## src/sv/ule_pkg.sv

```systemverilog
// ----------------------------------------------------------------------------
// ule_pkg: shared types and codes for the unordered list engine
// Holds the action codes and the control bundle that fans out to every cell.
// ----------------------------------------------------------------------------
package ule_pkg;

    // Width of one stored element.
    localparam int unsigned ValW = 32;

    // Action codes carried in the input beat.
    typedef enum logic [1:0] {
        ACT_INSERT = 2'd0,
        ACT_REMOVE = 2'd1,
        ACT_READ   = 2'd2,
        ACT_NONE   = 2'd3
    } action_t;

    // Control broadcast from the top level to each cell.
    typedef struct packed {
        logic            ins_en;  // shift every cell one place back
        logic            rem_en;  // close the gap behind the first match
        logic [ValW-1:0] key;     // value to insert or to match
    } ule_ctrl_t;

endpackage

```

## src/sv/ule_cell.sv

```systemverilog
// ----------------------------------------------------------------------------
// ule_cell: one slot of the list
// Holds one element, compares it with the key and takes the value of its
// front or back neighbor when the list shifts.
// ----------------------------------------------------------------------------
module ule_cell import ule_pkg::*; (
    input  logic            aclk,
    input  ule_ctrl_t       ctrl,
    input  logic            live,      // slot lies below the current count
    input  logic [ValW-1:0] front_val, // neighbor nearer the front
    input  logic [ValW-1:0] back_val,  // neighbor farther from the front
    input  logic            seen_in,   // a match was found nearer the front
    output logic [ValW-1:0] val,
    output logic            seen_out
);

    logic [ValW-1:0] val_reg;
    logic [ValW-1:0] val_next;

    // A live slot that equals the key joins the match prefix.
    assign seen_out = seen_in | (live && (val_reg == ctrl.key));
    assign val      = val_reg;

    // Insert moves everything back; remove pulls the tail forward from the match on.
    always_comb begin
        priority if (ctrl.ins_en) begin
            val_next = front_val;
        end else if (ctrl.rem_en && seen_out) begin
            val_next = back_val;
        end else begin
            val_next = val_reg;
        end
    end

    always_ff @(posedge aclk) begin
        val_reg <= val_next;
    end

endmodule

```

## src/sv/unordered_list_engine.sv

```systemverilog
// ----------------------------------------------------------------------------
// unordered_list_engine: fixed-capacity unordered list of signed values
// Insert at the front, remove the first match, read by position. The list
// lives in a row of cells that shift toward or away from the front together.
// ----------------------------------------------------------------------------
//  Channel   Dir   Payload (tdata, low bit first)
//  s_        in    action[1:0], value[33:2], position[37:34], zero pad
//  m_        out   ok[0], read_value[32:1], count[37:33], empty_res[38], zero pad
//
// Each beat is handled in the cycle it is accepted: all cells compare and shift
// at once, and the result lands in the output register at the end of that cycle.
// A new beat is taken while the output register is empty or being drained.
// Reset clears the count and the output valid; cell contents are not cleared.
// When the result is stalled, the input is held off until it leaves.
// ----------------------------------------------------------------------------
module unordered_list_engine import ule_pkg::*; #(
    parameter int unsigned DEPTH = 16
) (
    input  logic        aclk,
    input  logic        aresetn,
    input  logic        s_tvalid,
    output logic        s_tready,
    input  logic [39:0] s_tdata,  // action[1:0], value[33:2], position[37:34]
    output logic        m_tvalid,
    input  logic        m_tready,
    output logic [39:0] m_tdata   // ok, read_value, count, empty_res
);

    localparam int unsigned CntW = $clog2(DEPTH + 1);
    localparam int unsigned RdN  = (DEPTH < 16) ? DEPTH : 16;

    // Input fields.
    logic [1:0]      in_action;
    logic [ValW-1:0] in_value;
    logic [3:0]      in_position;
    logic            s_fire;

    assign in_action   = s_tdata[1:0];
    assign in_value    = s_tdata[33:2];
    assign in_position = s_tdata[37:34];
    assign s_fire      = s_tvalid && s_tready;

    // Count and result registers.
    logic [CntW-1:0] count_reg, count_next;
    logic            m_valid_reg, m_valid_next;
    logic            res_ok_reg, res_ok_next;
    logic [ValW-1:0] res_rd_reg, res_rd_next;
    logic [4:0]      res_cnt_reg, res_cnt_next;
    logic            res_empty_reg, res_empty_next;

    // Cell row wiring.
    ule_ctrl_t       ctrl;
    logic [ValW-1:0] cell_val [DEPTH];
    logic            seen [DEPTH+1];
    logic            live [DEPTH];
    logic            full;
    logic            found;
    logic            rd_ok;
    logic [ValW-1:0] rd_val;
    logic [CntW+4:0] cnt_wide;

    assign s_tready = !m_valid_reg || m_tready;
    assign full     = (count_reg == CntW'(DEPTH));
    assign found    = seen[DEPTH];
    assign seen[0]  = 1'b0;

    // Broadcast control to every cell.
    always_comb begin
        ctrl.key    = in_value;
        ctrl.ins_en = s_fire && (in_action == ACT_INSERT) && !full;
        ctrl.rem_en = s_fire && (in_action == ACT_REMOVE);
    end

    // The row of cells; the front cell takes the key, the last cell keeps its own value.
    for (genvar i = 0; i < DEPTH; i++) begin : g_cell
        logic [ValW-1:0] front_v;
        logic [ValW-1:0] back_v;

        assign live[i] = (CntW'(i) < count_reg);

        if (i == 0) begin : g_front
            assign front_v = in_value;
        end else begin : g_mid
            assign front_v = cell_val[i-1];
        end

        if (i == DEPTH - 1) begin : g_back
            assign back_v = cell_val[i];
        end else begin : g_inner
            assign back_v = cell_val[i+1];
        end

        ule_cell u_cell (
            .aclk      (aclk),
            .ctrl      (ctrl),
            .live      (live[i]),
            .front_val (front_v),
            .back_val  (back_v),
            .seen_in   (seen[i]),
            .val       (cell_val[i]),
            .seen_out  (seen[i+1])
        );
    end

    // Read port over the slots that a position can reach.
    always_comb begin
        rd_val = '0;
        rd_ok  = 1'b0;
        for (int i = 0; i < RdN; i++) begin
            if (in_position == 4'(i)) begin
                rd_val = cell_val[i];
                rd_ok  = live[i];
            end
        end
    end

    // Next count and next result.
    always_comb begin
        count_next  = count_reg;
        res_ok_next = 1'b0;
        res_rd_next = '0;
        unique case (in_action)
            ACT_INSERT: begin
                res_ok_next = !full;
                if (!full) begin
                    count_next = count_reg + CntW'(1);
                end
            end
            ACT_REMOVE: begin
                res_ok_next = found;
                if (found) begin
                    count_next = count_reg - CntW'(1);
                end
            end
            ACT_READ: begin
                res_ok_next = rd_ok;
                if (rd_ok) begin
                    res_rd_next = rd_val;
                end
            end
            default: begin
                res_ok_next = 1'b0;
            end
        endcase
        cnt_wide       = (CntW + 5)'(count_next);
        res_cnt_next   = cnt_wide[4:0];
        res_empty_next = (count_next == '0);
        m_valid_next   = s_fire || (m_valid_reg && !m_tready);
    end

    // Control state.
    always_ff @(posedge aclk) begin
        if (!aresetn) begin
            count_reg   <= '0;
            m_valid_reg <= 1'b0;
        end else begin
            m_valid_reg <= m_valid_next;
            if (s_fire) begin
                count_reg <= count_next;
            end
        end
    end

    // Result payload.
    always_ff @(posedge aclk) begin
        if (s_fire) begin
            res_ok_reg    <= res_ok_next;
            res_rd_reg    <= res_rd_next;
            res_cnt_reg   <= res_cnt_next;
            res_empty_reg <= res_empty_next;
        end
    end

    assign m_tvalid = m_valid_reg;
    assign m_tdata  = {1'b0, res_empty_reg, res_cnt_reg, res_rd_reg, res_ok_reg};

    // The count never passes the capacity.
    a_count_range: assert property (@(posedge aclk) disable iff (!aresetn)
        count_reg <= CntW'(DEPTH))
        else $error("list count exceeds capacity");

    // An insert into a list with room grows it by one.
    a_insert_grows: assert property (@(posedge aclk) disable iff (!aresetn)
        (s_fire && in_action == ACT_INSERT && !full)
            |=> count_reg == $past(count_reg) + CntW'(1))
        else $error("insert did not grow the list");

    // A remove that found its value shrinks the list by one.
    a_remove_shrinks: assert property (@(posedge aclk) disable iff (!aresetn)
        (s_fire && in_action == ACT_REMOVE && found)
            |=> count_reg == $past(count_reg) - CntW'(1))
        else $error("remove did not shrink the list");

    // A read never succeeds on an empty list.
    a_read_empty: assert property (@(posedge aclk) disable iff (!aresetn)
        (s_fire && in_action == ACT_READ && count_reg == '0) |=> !res_ok_reg)
        else $error("read succeeded on an empty list");

endmodule
```

## config.mk

```make
export PLATFORM = sky130hd
export DESIGN_NAME = unordered_list_engine
export DESIGN_NICKNAME = d
export VERILOG_FILES = /design/src/sv/ule_pkg.sv /design/src/sv/ule_cell.sv /design/src/sv/unordered_list_engine.sv
export SDC_FILE = /design/constraint.sdc
export NUM_CORES = 2
export LEC_CHECK = 0
export BUFFER_PORTS_ARGS = -buffer_cell sky130_fd_sc_hd__buf_2
export CAP_MARGIN = 20
export CORE_UTILIZATION = 43
export DETAILED_ROUTE_END_ITERATION = 16
export PLACE_DENSITY = 0.68
export SYNTH_ARGS = -nofsm -noshare
export SYNTH_HDL_FRONTEND = slang
export SYNTH_SLANG_ARGS = --single-unit
```

## constraint.sdc

```tcl
create_clock -name aclk -period 5.7 [get_ports aclk]
set_clock_uncertainty 0.15 [all_clocks]
set_input_delay 0 -clock aclk [delete_from_list [all_inputs] [get_ports aclk]]
set_output_delay 0 -clock aclk [all_outputs]
set_load 0.01 [all_outputs]
```

Word-level counts from Yosys, hierarchy flattened
Cells that the tools add are included.

Bits in registers: 557. Latch bits: 0. Memory bits (writable): 0. Bits in read-only memories: 0. Input bits: 44. Output and inout bits: 42. Logic and storage cells: 215. Memories: 0.

Add/sub/neg operators: 2. $mul: 0. Div/mod/pow operators: 0. $lt $le $gt $ge: 16. Equal/unequal tests: 34. Shift operators: 0. Muxes and demuxes: 66. Bitwise gates (word level): 15. Reduce and logical (&&, ||, !) cells: 60.

Operators by type and width (count): $mux 32 (46); $eq 32x32->1 (16); $lt 4x5->1 const A (8); $logic_and 1x1->1 (36); $eq 4x4->1 const B (8); $reduce_bool 2->1 (15); $lt 3x5->1 const A (4); $eq 4x3->1 const B (4); $mux 1 (16); $or 1x1->1 (15); $lt 1x5->1 const A (2); $lt 2x5->1 const A (2); $mux 5 (2); $pmux 5 s2 (1); $eq 4x2->1 const B (2); $add 5x1->5 const B (1); $eq 5x5->1 const B (1); $logic_not 5->1 (1); $sub 5x1->5 const B (1); $eq 4x1->1 const B (1); $logic_not 4->1 (1); $logic_not 1->1 (3); $pmux 1 s3 (1); $eq 2x1->1 const B (1); 4 further kinds (5).

Depth between registers and ports, before layout
Word-level depth: 20. Mapped depth: 13. Mapped depth without buffers: 11.

Cells and area by module
Synthesis repeated with hierarchy kept, for this count alone.

Cells, all modules: 2865. Area, all modules: 34884.7 µm².

By module, submodules not included: ule_cell (instances 16, cells each 122, area an instance 1746.7 µm², seq. area each 960.9 µm²); unordered_list_engine (instances 1, cells each 913, area an instance 6937.9 µm², seq. area each 1291.2 µm²).

Worst setup path after synthesis
No wires, ideal clock.

Kind: register to register. Start point: register count_reg[1]. End point: register g_cell[13].u_cell.val_reg[0], enable pin. Library setup time: 0.466 ns. Data arrival time: 4.343 ns. Data required time: 5.084 ns. Setup slack: 0.742 ns. Stages on the path, launching flop included: 12. Path buffers: 1. Period minus slack after synthesis: 4.958 ns. Cell sequence: dfxtp_1 > clkbuf_1 > inv_1 > ha_1 > o21ai_0 > nor4b_1 > a2111oi_0 > o311a_1 > nand3_1 > nor2_1 > and3_1 > o21ai_0.

Word-level cells in the longest chain between the ends: 17. Elaborated cells on any way between the ends: 46. Classes of those cells: order compare (14); eq/ne (1); bitwise (13); reduce/logical (18).

RTL lines: start: declaration (RTL line unordered_list_engine.sv:44) `logic [CntW-1:0] count_reg, count_next;`; start signal: assignment (RTL line unordered_list_engine.sv:159) `count_reg <= count_next;`; $lt 1x5->1 (RTL line unordered_list_engine.sv:79) `assign live[i] = (CntW'(i) < count_reg);`; $logic_and 1x1->1 (RTL line ule_cell.sv:21) `assign seen_out = seen_in | (live && (val_reg == ctrl.key));`; $or 1x1->1 (13 in a row) (RTL line ule_cell.sv:21); $logic_and 1x1->1 (RTL line ule_cell.sv:28) `end else if (ctrl.rem_en && seen_out) begin`; $reduce_bool 2->1 (no source line) (*); end signal: assignment (RTL line ule_cell.sv:36) `val_reg <= val_next;`; end: declaration (RTL line ule_cell.sv:17) `logic [ValW-1:0] val_reg;`.

Mark *: on every way between the ends. The rest lies on a longest branch, timed or not. A chain may end at the register's enable or synchronous reset.

Final worst setup path
Start point: input port s_tdata[24]. End point: register count_reg[1].

Word-level cells in the longest chain between the ends: 19. Elaborated cells on any way between the ends: 49. Classes of those cells: eq/ne (16); mux (2); bitwise (15); reduce/logical (16).

RTL lines: start: declaration (RTL line unordered_list_engine.sv:23) `input logic [39:0] s_tdata,`; $eq 32x32->1 (RTL line ule_cell.sv:21); $logic_and 1x1->1 (RTL line ule_cell.sv:21); $or 1x1->1 (14 in a row) (RTL line ule_cell.sv:21); $or 1x1->1 (*) (RTL line ule_cell.sv:21); $mux 5 (*) (RTL line unordered_list_engine.sv:131) `if (found) begin`; $pmux 5 s2 (*) (RTL line unordered_list_engine.sv:122) `unique case (in_action)`; via count_next[1] (RTL line unordered_list_engine.sv:44).

Mark *: on every way through the listed nets, which the timed path passes. The rest lies on a longest branch.

==> metrics.md <==
| Metric | Value |
|---|---|
| Top-count cell post-synth | `nand2_1` |
| Drt total wl | `between 150,000 and 200,000 microns` |
| Max VDD drop | `~0.24 mV` |
| Critical-path cell list | `dlygate4sd3_1 -> buf_2 -> xor2_1 -> or4_1 -> or4_1 -> nor4_2 -> nor4bb_1 -> and4bb_4 -> a311oi_1 -> nand2_1 -> a21boi_0 -> dlygate4sd3_1` |
| Worst hold path type | `input pin to flip-flop` |
| Number of flops mapped to enable cells by yosys | `551` |
| Arr. time, crit path | `roughly 5 ns` |
| Nature of the critical path endpoint | `flip-flop` |
| Synth cell count leaders | `nand2_1 (1,580), edfxtp_1 (551), xor2_1 (279), xnor2_1 (239), clkbuf_1 (179)` |
| Sw Ratio | `around 29%` |
| WL per Instance | `31.1 microns` |
| Layout cells sized above 1 | `around 8.1%` |
| CP bufs+invs | `3` |
| # Max-Cap Violations | `0` |
| Crit Path Class | `input pin to flip-flop` |
| Comb power frac | `14.2%` |
| Leakage power | `around 15 nW` |
| Detailed-route DRC error count | `0` |
| CP max stage delay | `roughly 0.7 ns` |
| Resize count post-CTS | `0` |
| Crit start category | `input pin` |
| First-pass GRT wire length | `between 200,000 and 250,000 microns` |
| Fin crit share | `79.1%` |
| Post-route ant nets | `0` |
| FP Rows | `~100` |
| Post-CTS Setup Inserts | `0` |
| Clock Latency Late Sink | `roughly 0.65 ns` |
| Final Cell Area | `a little under 40,000 sq um` |
| Ys flop type | `edfxtp_1` |
| CTS buffer count | `60` |
| Layout area overhead | `11.7%` |
| Max reg flops | `slightly above 500` |
| Worst-path clk slew | `around 0.060 ns` |
| Internal reg-to-reg setup slack | `1.24 ns` |
| Power density cells | `276 nW/um^2` |
| Setup TNS Final | `0 ns` |
| Core area | `roughly 79,000 sq um` |
| Area leader, netlist | `edfxtp_1` |
| Post-layout net count | `about 4,000` |
| Top-level I/O count | `86` |
| Tot GR Track Use | `roughly 37%` |
| Register area | `around 17,000 sq um` |
| Drt first pass iters | `8` |
| Hold Fails Final Rpt | `0` |
| Min cycle time layout | `4.51 ns` |
| Area after DPL | `~36,000 sq um` |
| Hold Crit Depth | `4` |
| Avg Cell Area, Syn | `around 9 sq um` |
| R2R depth | `10` |
| CTS H-tree lvls | `2` |
| Multi-input gate area | `about 17,000 sq um` |
| Bufs on Longest Clock Path | `3` |
| Synth area leaders | `edfxtp_1 (48%), nand2_1 (17%), xor2_1 (7.0%)` |
| Sequential Power Share | `45.2%` |
| Initial Util | `between 40% and 50%` |
| Fillers | `approximately 7,600` |
| Headroom to the max-slew limit | `between 20% and 30%` |
| Pin count of the biggest net entering global routing | `between 100 and 150` |
| Gr ovfl total | `0` |
| P_sw | `a little over 3 mW` |
| Seq/Total Area, Yosys | `between 40% and 50%` |
| Synthesized area | `34,700 sq um` |
| CTS root buffer | `clkbuf_16` |
| Fmax | `between 200 and 250 MHz` |
| Starting DRC count in detailed routing | `approximately 6,200` |
| Top delay family on crit path | `simple AND/OR/NAND/NOR gates` |
| Gate Count Post-Synth | `~3,900` |
| Die area | `a little over 80,000 sq um` |
| Status | `completed` |
| Clk sinks | `around 560` |
| Initial antenna violation count | `6` |
| Non-filler cells, final | `roughly 5,000` |
| Final Max Tran Viols | `0` |
| Synthesized flop and latch total | `~560` |
| Die W | `about 290 microns` |
| Vias in the first global route | `between 20,000 and 30,000` |
| Synth warnings | `0` |
| Internal | `~7.6 mW` |
| Slew @ Worst Pin | `1.12 ns` |
| Unique masters post-synth | `76` |
| Total number of vias | `32,200` |
| Post-synth top area share | `roughly 48%` |
| Port bufs | `82` |
| DP HPWL | `113,000 microns` |
| Syn_nets | `approximately 4,000` |
| Max FO, Critical Path | `17` |
| Synth async-reset ratio | `0%` |
| Critical path required time | `6.14 ns` |
| RSZ-0062 raised after global routing | `no` |
| Routability cong. | `~1.0` |
| Slowest CP cell | `buf_2` |
| Core Util, Final | `48.8%` |
| Setup violations, final | `0` |
| Via density | `6.41` |
| Clock network power share | `between 40 and 50%` |
| CTS tree | `yes` |
| DP Cell Count | `between 4,000 and 5,000` |
| Die Ht | `~290 microns` |
| Cell count along the critical path | `12` |
==> worst register-to-register path: stages (launching register included) <==
cell and delay, ns:
edfxtp_1 0.47, xor2_1 0.27, or4_1 0.61, or4b_1 0.50
nor4_2 0.61, nor4bb_1 0.22, and4bb_4 0.31, a311oi_1 0.47
nand2_1 0.09, a21boi_0 0.15, dlygate4sd3_1 0.56
==> layer usage <==
metal,routed length [microns],track usage (%),share of wire [%]
met4,8440,16.6,5.4
met1,59000,52.4,38
met2,62700,51.7,40
met5,62,0,0.040
met3,26100,12.3,17
==> power by group through the flow <==
stage	clock network, mW	registers [mW]	logic, mW
2_1_floorplan	0	4.84	0.850
3_3_place_gp	0	4.91	1.39
3_5_place_dp	0	4.91	1.41
4_1_cts	4.35	4.82	1.43
5_1_grt	4.48	4.83	1.56
6_report	4.34	4.83	1.52
==> final cells by class <==
type,count,share of cell area (%)
sequential,557,43.1
clock buffer,67,3.95
timing repair buffer,213,4.05
multi-input combinational,3081,43.9
inverter,14,0.155
antenna,1,0.00647
clock inverter,43,1.51
tap,1050,3.39
==> cell usage in the layout, fill, tap and decap left out, types with 8 or more instances in the layout <==
| cell | n |
|---|---|
| a211oi_1 | 32 |
| a21oi_1 | 89 |
| a221o_1 | 8 |
| a221oi_1 | 21 |
| a222oi_1 | 12 |
| a22oi_1 | 42 |
| a2bb2oi_1 | 11 |
| a31oi_1 | 12 |
| and4_1 | 8 |
| buf_2 | 80 |
| buf_4 | 92 |
| bufinv_16 | 14 |
| clkbuf_16 | 60 |
| clkinv_1 | 12 |
| clkinv_2 | 12 |
| dlygate4sd3_1 | 35 |
| edfxtp_1 | 551 |
| inv_1 | 11 |
| mux2_2 | 8 |
| mux2i_1 | 26 |
| mux4_2 | 13 |
| nand2_1 | 1580 |
| nand2b_1 | 9 |
| nand3_1 | 46 |
| nand4_1 | 92 |
| nor2_1 | 137 |
| nor3_1 | 33 |
| nor4_1 | 107 |
| nor4b_1 | 11 |
| o21a_1 | 13 |
| o21ai_0 | 88 |
| o221ai_1 | 13 |
| o22ai_1 | 16 |
| or3_1 | 9 |
| or4_1 | 8 |
| xnor2_1 | 239 |
| xor2_1 | 279 |
==> final timing paths <==
kind,from,end
worst max-delay path,s_tdata[24],count_reg[1]
worst min-delay path,s_tdata[3],g_cell[0].u_cell.val[1]
worst max register to register,g_cell[9].u_cell.val[0],count_reg[1]
worst min register to register,g_cell[14].u_cell.val[16],g_cell[15].u_cell.val[16]
==> cells by family (layout without fill, tap and decap cells) <==
kind of cell,Yosys count,after routing,share of synthesized area (%)
other,1,2,0.0108
buffers and inverters,274,337,3.25
multiplexers,47,47,1.86
flip-flops,557,557,48.1
AND/OR/NAND/NOR,2094,2094,25.5
AO/OA/AOI/OAI,416,416,8.02
XOR/XNOR,518,518,13.1
adder cells (fa/ha/maj),5,5,0.173
==> metrics by stage <==
stage	total power, mW	hold slack [ns]	setup slack (ns)
6_report	10.7	0.0633	1.19
5_1_grt	10.9	0.0446	0.943
4_1_cts	10.6	0.00597	1.38
3_5_place_dp	6.31	0.128	1.39
3_3_place_gp	6.30	0.112	1.42
2_1_floorplan	5.69	-0.0283	0.742
==> repair_timing <==
item / in CTS / in global routing
endpoints found under the setup margin: 0 / 0
hold buffers: 35 / 0
endpoints found under the hold margin: 37 / 0
Power figures use the tool's default switching activity.
